## src/cpid_pkg.sv

```systemverilog
// ----------------------------------------------------------------------------
// cpid_pkg
// Shared types and constants of the clamped PID controller.
// ----------------------------------------------------------------------------
package cpid_pkg;

  localparam int SAMPLE_WIDTH_DEF = 16;
  localparam int SP_W             = 16;
  localparam int GAIN_W           = 16;
  localparam int LIM_W            = 15;
  localparam int DRIVE_W          = 16;
  localparam int LERR_W           = 17;   // error width inside the linear region
  localparam int SUM_W            = 22;
  localparam int SUM_LIMIT        = 1500000;
  localparam int CFG_DATA_W       = 16;
  localparam int CFG_IDX_W        = 3;
  localparam int QUEUE_DEPTH      = 2;

  typedef enum logic [1:0] {
    REGION_HOLD = 2'd0,
    REGION_HIGH = 2'd1,
    REGION_LOW  = 2'd2,
    REGION_PID  = 2'd3
  } region_e;

  typedef enum logic [CFG_IDX_W-1:0] {
    CFG_SET_POINT   = 3'd0,
    CFG_DEAD_BAND   = 3'd1,
    CFG_BANG_LIMIT  = 3'd2,
    CFG_DRIVE_LIMIT = 3'd3,
    CFG_GAIN_P      = 3'd4,
    CFG_GAIN_I      = 3'd5,
    CFG_GAIN_D      = 3'd6
  } cfg_idx_e;

  typedef struct packed {
    logic signed [SP_W-1:0] set_point;
    logic [15:0]            dead_band;
    logic [15:0]            bang_limit;
    logic [LIM_W-1:0]       drive_limit;
    logic [GAIN_W-1:0]      gain_p;
    logic [GAIN_W-1:0]      gain_i;
    logic [GAIN_W-1:0]      gain_d;
  } cfg_t;

  localparam cfg_t CFG_RESET = '{
    set_point:   16'sd0,
    dead_band:   16'd0,
    bang_limit:  16'hFFFF,
    drive_limit: 15'h7FFF,
    gain_p:      16'd256,
    gain_i:      16'd0,
    gain_d:      16'd0
  };

  // classified item handed from front to back
  typedef struct packed {
    region_e                  region;
    logic signed [LERR_W-1:0] err;
  } cmd_t;

endpackage

```

## src/cpid_if.sv

```systemverilog
// ----------------------------------------------------------------------------
// cpid channel interfaces
// Valid/ready channels for samples in and drive results out.
// ----------------------------------------------------------------------------
interface cpid_in_if #(
  parameter int SAMPLE_WIDTH = cpid_pkg::SAMPLE_WIDTH_DEF
);
  logic                           valid;
  logic                           ready;
  logic signed [SAMPLE_WIDTH-1:0] measured;

  modport source (output valid, output measured, input ready);
  modport sink   (input valid, input measured, output ready);
endinterface

interface cpid_out_if;
  logic                                  valid;
  logic                                  ready;
  logic signed [cpid_pkg::DRIVE_W-1:0]   drive;
  logic [1:0]                            region;

  modport source (output valid, output drive, output region, input ready);
  modport sink   (input valid, input drive, input region, output ready);
endinterface

```

## src/cpid_front.sv

```systemverilog
// ----------------------------------------------------------------------------
// cpid_front
// Accepts samples, forms the error and classifies it into a region.
// ----------------------------------------------------------------------------
module cpid_front #(
  parameter int SAMPLE_WIDTH = cpid_pkg::SAMPLE_WIDTH_DEF
) (
  input  cpid_pkg::cfg_t  cfg_i,
  cpid_in_if.sink         in_i,
  input  logic            q_ready_i,
  output logic            push_o,
  output cpid_pkg::cmd_t  cmd_o
);
  import cpid_pkg::*;

  localparam int ERR_W = ((SAMPLE_WIDTH > SP_W) ? SAMPLE_WIDTH : SP_W) + 1;
  localparam int CMP_W = ERR_W + 1;

  logic signed [ERR_W-1:0] err;
  logic [ERR_W-1:0]        mag;
  logic signed [CMP_W-1:0] err_x;
  logic signed [CMP_W-1:0] bang_x;
  logic                    in_band;

  assign err    = ERR_W'($signed(cfg_i.set_point)) - ERR_W'(in_i.measured);
  assign mag    = err[ERR_W-1] ? ERR_W'(-err) : ERR_W'(err);
  assign in_band = mag < ERR_W'(cfg_i.dead_band);
  assign err_x  = CMP_W'(err);
  assign bang_x = CMP_W'(cfg_i.bang_limit);

  always_comb begin
    // only meaningful in the linear region, where |err| <= bang_limit
    cmd_o.err = err[LERR_W-1:0];
    priority if (in_band) begin
      cmd_o.region = REGION_HOLD;
    end else if (err_x > bang_x) begin
      cmd_o.region = REGION_HIGH;
    end else if (err_x < -bang_x) begin
      cmd_o.region = REGION_LOW;
    end else begin
      cmd_o.region = REGION_PID;
    end
  end

  assign in_i.ready = q_ready_i;
  assign push_o     = in_i.valid && q_ready_i;

endmodule

```

## src/cpid_queue.sv

```systemverilog
// ----------------------------------------------------------------------------
// cpid_queue
// Short FIFO of classified items between front and back.
// ----------------------------------------------------------------------------
module cpid_queue #(
  parameter int DEPTH = cpid_pkg::QUEUE_DEPTH
) (
  input  logic           clk_i,
  input  logic           rst_ni,
  input  logic           push_i,
  input  cpid_pkg::cmd_t cmd_i,
  output logic           ready_o,
  input  logic           pop_i,
  output logic           valid_o,
  output cpid_pkg::cmd_t cmd_o
);
  import cpid_pkg::*;

  localparam int PTR_W = (DEPTH > 1) ? $clog2(DEPTH) : 1;
  localparam int CNT_W = $clog2(DEPTH + 1);

  cmd_t             mem_q [DEPTH];
  logic [PTR_W-1:0] wr_ptr_q, wr_ptr_d;
  logic [PTR_W-1:0] rd_ptr_q, rd_ptr_d;
  logic [CNT_W-1:0] cnt_q, cnt_d;
  logic             do_push, do_pop;

  assign ready_o = cnt_q != CNT_W'(DEPTH);
  assign valid_o = cnt_q != '0;
  assign do_push = push_i && ready_o;
  assign do_pop  = pop_i && valid_o;
  assign cmd_o   = mem_q[rd_ptr_q];

  always_comb begin
    wr_ptr_d = wr_ptr_q;
    rd_ptr_d = rd_ptr_q;
    cnt_d    = cnt_q;
    if (do_push) begin
      wr_ptr_d = (wr_ptr_q == PTR_W'(DEPTH - 1)) ? '0 : wr_ptr_q + 1'b1;
    end
    if (do_pop) begin
      rd_ptr_d = (rd_ptr_q == PTR_W'(DEPTH - 1)) ? '0 : rd_ptr_q + 1'b1;
    end
    if (do_push && !do_pop) begin
      cnt_d = cnt_q + 1'b1;
    end else if (do_pop && !do_push) begin
      cnt_d = cnt_q - 1'b1;
    end
  end

  always_ff @(posedge clk_i or negedge rst_ni) begin
    if (!rst_ni) begin
      wr_ptr_q <= '0;
      rd_ptr_q <= '0;
      cnt_q    <= '0;
    end else begin
      wr_ptr_q <= wr_ptr_d;
      rd_ptr_q <= rd_ptr_d;
      cnt_q    <= cnt_d;
    end
  end

  always_ff @(posedge clk_i) begin
    if (do_push) begin
      mem_q[wr_ptr_q] <= cmd_i;
    end
  end

endmodule

```

## src/cpid_back.sv

```systemverilog
// ----------------------------------------------------------------------------
// cpid_back
// Integral/derivative update, gain multiplies, sum and clamp, result register.
// ----------------------------------------------------------------------------
module cpid_back (
  input  logic           clk_i,
  input  logic           rst_ni,
  input  cpid_pkg::cfg_t cfg_i,
  input  logic           q_valid_i,
  input  cpid_pkg::cmd_t q_cmd_i,
  output logic           q_pop_o,
  cpid_out_if.source     out_o
);
  import cpid_pkg::*;

  localparam int DER_W = LERR_W + 1;
  localparam int SG_W  = GAIN_W + 1;
  localparam int PP_W  = LERR_W + SG_W;
  localparam int PI_W  = SUM_W + SG_W;
  localparam int PD_W  = DER_W + SG_W;
  localparam int TOT_W = PI_W - 8 + 2;

  // state
  logic signed [SUM_W-1:0]  err_sum_q, err_sum_d;
  logic signed [LERR_W-1:0] last_err_q;

  // stage 1: operands
  logic                     s1_v_q;
  region_e                  s1_region_q;
  logic signed [LERR_W-1:0] s1_err_q;
  logic signed [SUM_W-1:0]  s1_sum_q;
  logic signed [DER_W-1:0]  s1_der_q;

  // stage 2: products
  logic                     s2_v_q;
  region_e                  s2_region_q;
  logic signed [PP_W-1:0]   s2_pp_q;
  logic signed [PI_W-1:0]   s2_pi_q;
  logic signed [PD_W-1:0]   s2_pd_q;

  // result register; drive_q doubles as the held drive
  logic                     out_v_q;
  logic signed [DRIVE_W-1:0] drive_q, drive_d;
  region_e                  region_q;

  logic                     adv;
  logic                     take_pid;
  logic signed [SUM_W:0]    sum_ext;
  logic signed [DER_W-1:0]  der;
  logic signed [SG_W-1:0]   gp_s, gi_s, gd_s;
  logic signed [PP_W-1:0]   pp, pp_adj;
  logic signed [PI_W-1:0]   pi, pi_adj;
  logic signed [PD_W-1:0]   pd, pd_adj;
  logic signed [TOT_W-1:0]  total, lim_x;
  logic signed [DRIVE_W-1:0] lim16;

  assign adv      = !out_v_q || out_o.ready;
  assign q_pop_o  = adv && q_valid_i;
  assign take_pid = q_pop_o && (q_cmd_i.region == REGION_PID);

  // integral with anti-windup
  assign sum_ext = (SUM_W + 1)'(err_sum_q) + (SUM_W + 1)'(q_cmd_i.err);
  always_comb begin
    priority if (sum_ext > (SUM_W + 1)'(SUM_LIMIT)) begin
      err_sum_d = SUM_W'(SUM_LIMIT);
    end else if (sum_ext < (SUM_W + 1)'(-SUM_LIMIT)) begin
      err_sum_d = SUM_W'(-SUM_LIMIT);
    end else begin
      err_sum_d = sum_ext[SUM_W-1:0];
    end
  end
  assign der = DER_W'(q_cmd_i.err) - DER_W'(last_err_q);

  always_ff @(posedge clk_i or negedge rst_ni) begin
    if (!rst_ni) begin
      err_sum_q  <= '0;
      last_err_q <= '0;
    end else if (take_pid) begin
      err_sum_q  <= err_sum_d;
      last_err_q <= q_cmd_i.err;
    end
  end

  assign gp_s = SG_W'(cfg_i.gain_p);
  assign gi_s = SG_W'(cfg_i.gain_i);
  assign gd_s = SG_W'(cfg_i.gain_d);
  assign pp   = gp_s * s1_err_q;
  assign pi   = gi_s * s1_sum_q;
  assign pd   = gd_s * s1_der_q;

  // divide by 256 truncating toward zero
  assign pp_adj = s2_pp_q + (s2_pp_q[PP_W-1] ? PP_W'(255) : PP_W'(0));
  assign pi_adj = s2_pi_q + (s2_pi_q[PI_W-1] ? PI_W'(255) : PI_W'(0));
  assign pd_adj = s2_pd_q + (s2_pd_q[PD_W-1] ? PD_W'(255) : PD_W'(0));
  assign total  = TOT_W'($signed(pp_adj[PP_W-1:8]))
                + TOT_W'($signed(pi_adj[PI_W-1:8]))
                + TOT_W'($signed(pd_adj[PD_W-1:8]));
  assign lim_x  = TOT_W'(cfg_i.drive_limit);
  assign lim16  = DRIVE_W'(cfg_i.drive_limit);

  always_comb begin
    unique case (s2_region_q)
      REGION_HOLD: drive_d = drive_q;
      REGION_HIGH: drive_d = lim16;
      REGION_LOW:  drive_d = -lim16;
      REGION_PID: begin
        priority if (total > lim_x) begin
          drive_d = lim16;
        end else if (total < -lim_x) begin
          drive_d = -lim16;
        end else begin
          drive_d = total[DRIVE_W-1:0];
        end
      end
      default:     drive_d = drive_q;
    endcase
  end

  always_ff @(posedge clk_i or negedge rst_ni) begin
    if (!rst_ni) begin
      s1_v_q  <= 1'b0;
      s2_v_q  <= 1'b0;
      out_v_q <= 1'b0;
      drive_q <= '0;
    end else if (adv) begin
      s1_v_q  <= q_valid_i;
      s2_v_q  <= s1_v_q;
      out_v_q <= s2_v_q;
      if (s2_v_q) begin
        drive_q <= drive_d;
      end
    end
  end

  always_ff @(posedge clk_i) begin
    if (adv) begin
      s1_region_q <= q_cmd_i.region;
      s1_err_q    <= q_cmd_i.err;
      s1_sum_q    <= err_sum_d;
      s1_der_q    <= der;
      s2_region_q <= s1_region_q;
      s2_pp_q     <= pp;
      s2_pi_q     <= pi;
      s2_pd_q     <= pd;
      region_q    <= s2_region_q;
    end
  end

  assign out_o.valid  = out_v_q;
  assign out_o.drive  = drive_q;
  assign out_o.region = region_q;

endmodule

```

## src/clamped_pid_controller_top.sv

```systemverilog
// ----------------------------------------------------------------------------
// clamped_pid_controller_top
// Positional PID controller with dead band, bang-bang forcing and clamping.
//
//   channel   dir  payload                 accepted when
//   in_i      in   measured                valid && ready
//   out_o     out  drive, region           valid && ready
//   cfg       in   cfg_idx_i, cfg_data_i   cfg_we_i
//
// One item per cycle while out_o is not stalled; an accepted item passes
// through the queue, operand stage, multiply stage and result register.
// Integral and last error update in operand stage, one item per unstalled cycle.
// Reset loads the register defaults and clears integral, last error and drive.
// A stalled result freezes the back pipeline; the 2-entry queue then fills
// and in_i.ready drops.
// ----------------------------------------------------------------------------
module clamped_pid_controller_top #(
  parameter int SAMPLE_WIDTH = cpid_pkg::SAMPLE_WIDTH_DEF
) (
  input  logic                               clk_i,
  input  logic                               rst_ni,
  input  logic                               cfg_we_i,
  input  logic [cpid_pkg::CFG_IDX_W-1:0]     cfg_idx_i,
  input  logic [cpid_pkg::CFG_DATA_W-1:0]    cfg_data_i,
  cpid_in_if.sink                            in_i,
  cpid_out_if.source                         out_o
);
  import cpid_pkg::*;

  cfg_t cfg_q;
  cmd_t push_cmd, q_cmd;
  logic push, q_ready, q_valid, q_pop;

  always_ff @(posedge clk_i or negedge rst_ni) begin
    if (!rst_ni) begin
      cfg_q <= CFG_RESET;
    end else if (cfg_we_i) begin
      unique case (cfg_idx_e'(cfg_idx_i))
        CFG_SET_POINT:   cfg_q.set_point   <= cfg_data_i;
        CFG_DEAD_BAND:   cfg_q.dead_band   <= cfg_data_i;
        CFG_BANG_LIMIT:  cfg_q.bang_limit  <= cfg_data_i;
        CFG_DRIVE_LIMIT: cfg_q.drive_limit <= cfg_data_i[LIM_W-1:0];
        CFG_GAIN_P:      cfg_q.gain_p      <= cfg_data_i;
        CFG_GAIN_I:      cfg_q.gain_i      <= cfg_data_i;
        CFG_GAIN_D:      cfg_q.gain_d      <= cfg_data_i;
        default: ;
      endcase
    end
  end

  cpid_front #(
    .SAMPLE_WIDTH(SAMPLE_WIDTH)
  ) u_front (
    .cfg_i     (cfg_q),
    .in_i      (in_i),
    .q_ready_i (q_ready),
    .push_o    (push),
    .cmd_o     (push_cmd)
  );

  cpid_queue #(
    .DEPTH(QUEUE_DEPTH)
  ) u_queue (
    .clk_i   (clk_i),
    .rst_ni  (rst_ni),
    .push_i  (push),
    .cmd_i   (push_cmd),
    .ready_o (q_ready),
    .pop_i   (q_pop),
    .valid_o (q_valid),
    .cmd_o   (q_cmd)
  );

  cpid_back u_back (
    .clk_i     (clk_i),
    .rst_ni    (rst_ni),
    .cfg_i     (cfg_q),
    .q_valid_i (q_valid),
    .q_cmd_i   (q_cmd),
    .q_pop_o   (q_pop),
    .out_o     (out_o)
  );

endmodule

```

## src/flat_wrapper.sv

```systemverilog
// flat-port wrapper written by rule: the top's interface ports become plain ports
module clamped_pid_controller_top_flat import cpid_pkg::*;
#(
  parameter int SAMPLE_WIDTH = cpid_pkg::SAMPLE_WIDTH_DEF
)
  (clk_i, rst_ni, cfg_we_i, cfg_idx_i, cfg_data_i, in_i_valid, in_i_measured, in_i_ready, out_o_valid, out_o_drive, out_o_region, out_o_ready);
  cpid_in_if #(.SAMPLE_WIDTH(SAMPLE_WIDTH)) in_i_i ();
  cpid_out_if out_o_i ();
  input  logic clk_i;
  input  logic rst_ni;
  input  logic cfg_we_i;
  input  logic [cpid_pkg::CFG_IDX_W-1:0] cfg_idx_i;
  input  logic [cpid_pkg::CFG_DATA_W-1:0] cfg_data_i;
  input wire logic [$bits(in_i_i.valid)-1:0] in_i_valid;
  input wire logic [$bits(in_i_i.measured)-1:0] in_i_measured;
  output wire logic [$bits(in_i_i.ready)-1:0] in_i_ready;
  output wire logic [$bits(out_o_i.valid)-1:0] out_o_valid;
  output wire logic [$bits(out_o_i.drive)-1:0] out_o_drive;
  output wire logic [$bits(out_o_i.region)-1:0] out_o_region;
  input wire logic [$bits(out_o_i.ready)-1:0] out_o_ready;
  assign in_i_i.valid = in_i_valid;
  assign in_i_i.measured = in_i_measured;
  assign in_i_ready = in_i_i.ready;
  assign out_o_valid = out_o_i.valid;
  assign out_o_drive = out_o_i.drive;
  assign out_o_region = out_o_i.region;
  assign out_o_i.ready = out_o_ready;
  clamped_pid_controller_top #(.SAMPLE_WIDTH(SAMPLE_WIDTH)) u_core (.clk_i(clk_i), .rst_ni(rst_ni), .cfg_we_i(cfg_we_i), .cfg_idx_i(cfg_idx_i), .cfg_data_i(cfg_data_i), .in_i(in_i_i), .out_o(out_o_i));
endmodule
```

## config.mk

```make
export PLATFORM = sky130hd
export DESIGN_NAME = clamped_pid_controller_top_flat
export DESIGN_NICKNAME = d
export VERILOG_FILES = /design/src/cpid_pkg.sv /design/src/cpid_if.sv /design/src/cpid_front.sv /design/src/cpid_queue.sv /design/src/cpid_back.sv /design/src/clamped_pid_controller_top.sv /design/src/flat_wrapper.sv
export SDC_FILE = /design/constraint.sdc
export NUM_CORES = 2
export LEC_CHECK = 0
export BUFFER_PORTS_ARGS = -buffer_cell sky130_fd_sc_hd__buf_4
export CAP_MARGIN = 20
export CORE_MARGIN = 4
export CORE_UTILIZATION = 30
export CTS_CLUSTER_SIZE = 40
export DETAILED_ROUTE_END_ITERATION = 12
export PLACE_DENSITY = 0.44
export SYNTH_ARGS = -nofsm -noshare
export SYNTH_HDL_FRONTEND = slang
export SYNTH_HIERARCHICAL = 1
export SYNTH_SLANG_ARGS = --single-unit
```

## constraint.sdc

```tcl
create_clock -name clk_i -period 9.9 [get_ports clk_i]
set_input_delay 0.99 -clock clk_i [delete_from_list [all_inputs] [get_ports clk_i]]
set_output_delay 0.99 -clock clk_i [all_outputs]
set_load 0.1 [all_outputs]
```

==> qor.yml <==
run_status:
  status: "complete, no violations"
clock_network:
  cts_tree: "built"
  clk_pin_slew_ps: 70
  insertion_delay_ps: 640
  post_cts_buffers: 0
  cts_root_buf: "clkbuf_16"
  cts_buffers: 48
  h-tree-depth: 2
  postCtsHoldBufs: 0
  cts_sinks: 382
  clk_path_buf_depth: 3
  post_cts_resized: 0
synth:
  synth_ff_type: "edfxtp_1"
  synthArstFlopShare_pct: 45.29
  synthCells: 5839
  synthesis.nets: 7280
  yosysUniqueCellTypes: 115
  yosysMostFrequentCell: "inv_1"
  synth-edff-count: 209
  synth_seq_cells: 382
  avgSynthCellArea_um2: 9.720
  synth_area_leaders: "fa_1, ha_1, edfxtp_1, inv_1, dfrtp_1"
  synth-warning-count: 6
  netlist_area_mm2: 0.05676
  synth_top_area_cell: "fa_1"
  synthDominantCellAreaShare_pct: 31.25
  netlist_top_cells_count: "inv_1, fa_1, nand2_1"
  yosysSeqAreaShare_pct: 18.76
sta:
  clock.fmax_mhz: 111.2
  finalSetupViolCount: 0
  finalSetupTns_ps: 0
  slew_headroom_pct: 26.68
  rsz0062_at_grt: "no"
  hold_viol_final: 0
  period_needed_ps: 8996
  fin_worst_skew_ps: 38.54
  slew_viol_final: 0
  max_slew.worst_pin.slew_ps: 1100
  post-route-period-util_pct: 90.86
floorplanning:
  dieArea_mm2: 0.1962
  initial_utilization_pct: 30.19
  num_rows: 159
  die_h_um: 443.0
  die_x_um: 443.0
  ioPinCount: 60
  core_mm2: 0.1880
setup_path:
  r2r-start: "u_core/u_back/s2_pp_q[33]"
  r2r_slack_ps: 900
  crit_slowest_cell: "nor4b_1"
  slowest_delay_ps: 710
  crit_start: "u_core/u_back/s2_pp_q[33]"
  worstPathRequired_ps: 10400
  path_max_fanout: 21
  cp_top_family: "simple AND/OR/NAND/NOR gates"
  path_depth: 36
  reg2reg_depth: 36
  r2r_end: "u_core/u_back/out_o.drive[8]"
  startpoint_type: "flip-flop"
  worstPathArrival_ps: 9490
  worstSetupEndpointType: "flip-flop"
  critPathMostFrequentCell: "a21o_1"
  cp-endpoint: "u_core/u_back/out_o.drive[8]"
  crit_type: "flip-flop to flip-flop"
  cp.buffers_inverters: 3
global_route:
  grt_pass1_vias: 42210
  track_usage_pct: 17.07
  grt_pass1_wl_um: 258700
  grt_max_degree: 127
  antenna_found_initial: 19
  grt_overflow: 0
route:
  drcViolationCount: 0
  dr.pass1.iters: 7
  wl_per_cell_um: 19.70
  top_layer: "met5"
  via_per_inst: 4.672
  met2_wirelength_um: 79460
  drt_wl_total_um: 164800
  dr_wl_met3_um: 5909
  drtAntennaViolNets: 0
  vias: 39080
  drt-met1-wl_um: 76600
  drt_iter0_drc: 1955
run:
  drv_cap: 0
layout:
  nNetsFinal: 7265
  fin_area_mm2: 0.06161
  final_layout_size_suffix_gt1_share_pct: 7.418
  area_delta_synth_final_pct: 8.545
placement:
  globalplace.congestion: 0.8251
  postPlaceCellArea_mm2: 0.06000
  dp_hpwl_um: 130600
  port_buffers: 59
min_path:
  hp-class: "input port to async pin"
worst reg2reg max path, delay by kind of cell (launching register included):
family                   cells  cell delay [ps]
multiplexers                 3              780
AND/OR/NAND/NOR             10             2700
buffers and inverters        3              530
flip-flops                   1              550
XOR/XNOR                     1              180
adder cells (fa/ha/maj)      4             1600
AO/OA/AOI/OAI               15             2550
layout by cell type, fill, tap and decap left out, drive strengths merged, types with 10 or more instances in the layout:
master  synthesis  final
dfstp          32     32
mux2          145    145
xnor2         197    197
dfrtp         141    141
or2            11     11
nand3          63     63
a21o           87     87
ha            515    515
o21ai         144    144
a31o           10     10
o31ai          18     18
a31oi          24     24
clkinv          0     23
nand2         680    680
clkbuf        150     56
a21oi         163    163
o21a           44     44
edfxtp        209    209
nand4          29     29
a21boi         17     17
or3            15     15
a211oi         14     14
o211ai         24     24
and2          406    406
fa            886    886
inv          1185   1188
nand2b         33     33
nor2          162    162
o21bai         23     23
xor2           90     90
buf            29    115
and3           37     37
nor3           48     48
nor2b          33     33
and4           14     14
mux2i          15     15
routing by layer:
metal / global-route usage [%] / up-vias
met2: 29.32 / 603
met5: 0 / -
met3: 1.783 / 129
li1: - / 18400
met1: 23.58 / 19950
met4: 2.832 / 2
flip-flops by register name (all words and copies together), names as in the netlist, 2 cells and up:
register,flops
u_core/u_back/s2_pi_q,39
u_core/u_back/out_o.region,2
u_core/u_back/s2_pd_q,35
u_core/u_queue/mem_q,38
u_core/u_back/s1_sum_q,22
u_core/u_back/out_o.drive,16
u_core/cfg_q,111
u_core/u_back/s1_err_q,17
u_core/u_back/err_sum_q,22
u_core/u_back/s1_der_q,18
u_core/u_back/last_err_q,17
u_core/u_back/s2_region_q,2
u_core/u_queue/cnt_q,2
u_core/u_back/s2_pp_q,34
u_core/u_back/s1_region_q,2
worst min path at each step:
| stage | startpoint | end | slack (ps) | cells past startpoint |
|---|---|---|---|---|
| 2_1_floorplan | u_core/u_back/s1_region_q[0] | u_core/u_back/s2_region_q[0] | 400 | 0 |
| 3_3_place_gp | u_core/u_back/s1_region_q[0] | u_core/u_back/s2_region_q[0] | 420 | 0 |
| 3_5_place_dp | u_core/u_back/s1_region_q[0] | u_core/u_back/s2_region_q[0] | 410 | 0 |
| 4_1_cts | rst_ni | u_core/cfg_q[39] | 400 | 1 |
| 5_1_grt | rst_ni | u_core/cfg_q[10] | 420 | 1 |
| 6_report | rst_ni | u_core/cfg_q[13] | 400 | 1 |
cell type report:
type	instances	area, um^2
Fill cell	19500	126400
Tap cell	2495	3122
Clock inverter	35	357.8
Multi-Input combinational cell	4091	40890
Clock buffer	55	1237
Timing Repair Buffer	116	889.6
Sequential cell	382	10650
Inverter	1185	4448
Antenna cell	6	15.01
metrics by stage:
step,hold slack [ps],utilization [%],setup WS [ps],std cells
floorplan,400.3,-,1719,5839
global placement,415.2,31.91,1129,8269
detailed placement,411.0,31.91,964.1,8269
CTS,397.9,32.76,920.1,8359
global route,419.4,32.76,153.4,8359
finish,398.7,32.77,904.5,8365
kinds of logic (layout without fill, tap and decap cells):
group | after synthesis | after routing | synth area share (%)
DFF | 382 | 382 | 18.76
and+or+nand+nor | 1580 | 1580 | 13.86
AOI/OAI and AO/OA | 660 | 660 | 7.764
other | 0 | 6 | 0
xor gates and xnor gates | 287 | 287 | 4.455
buffers and inverters | 1366 | 1391 | 9.290
muxes | 160 | 160 | 3.214
adders and majority gates | 1404 | 1404 | 42.66
Power is left out: the tool's default activity adds up to more than one toggle a clock period on the data nets, which glitch-free logic cannot reach.
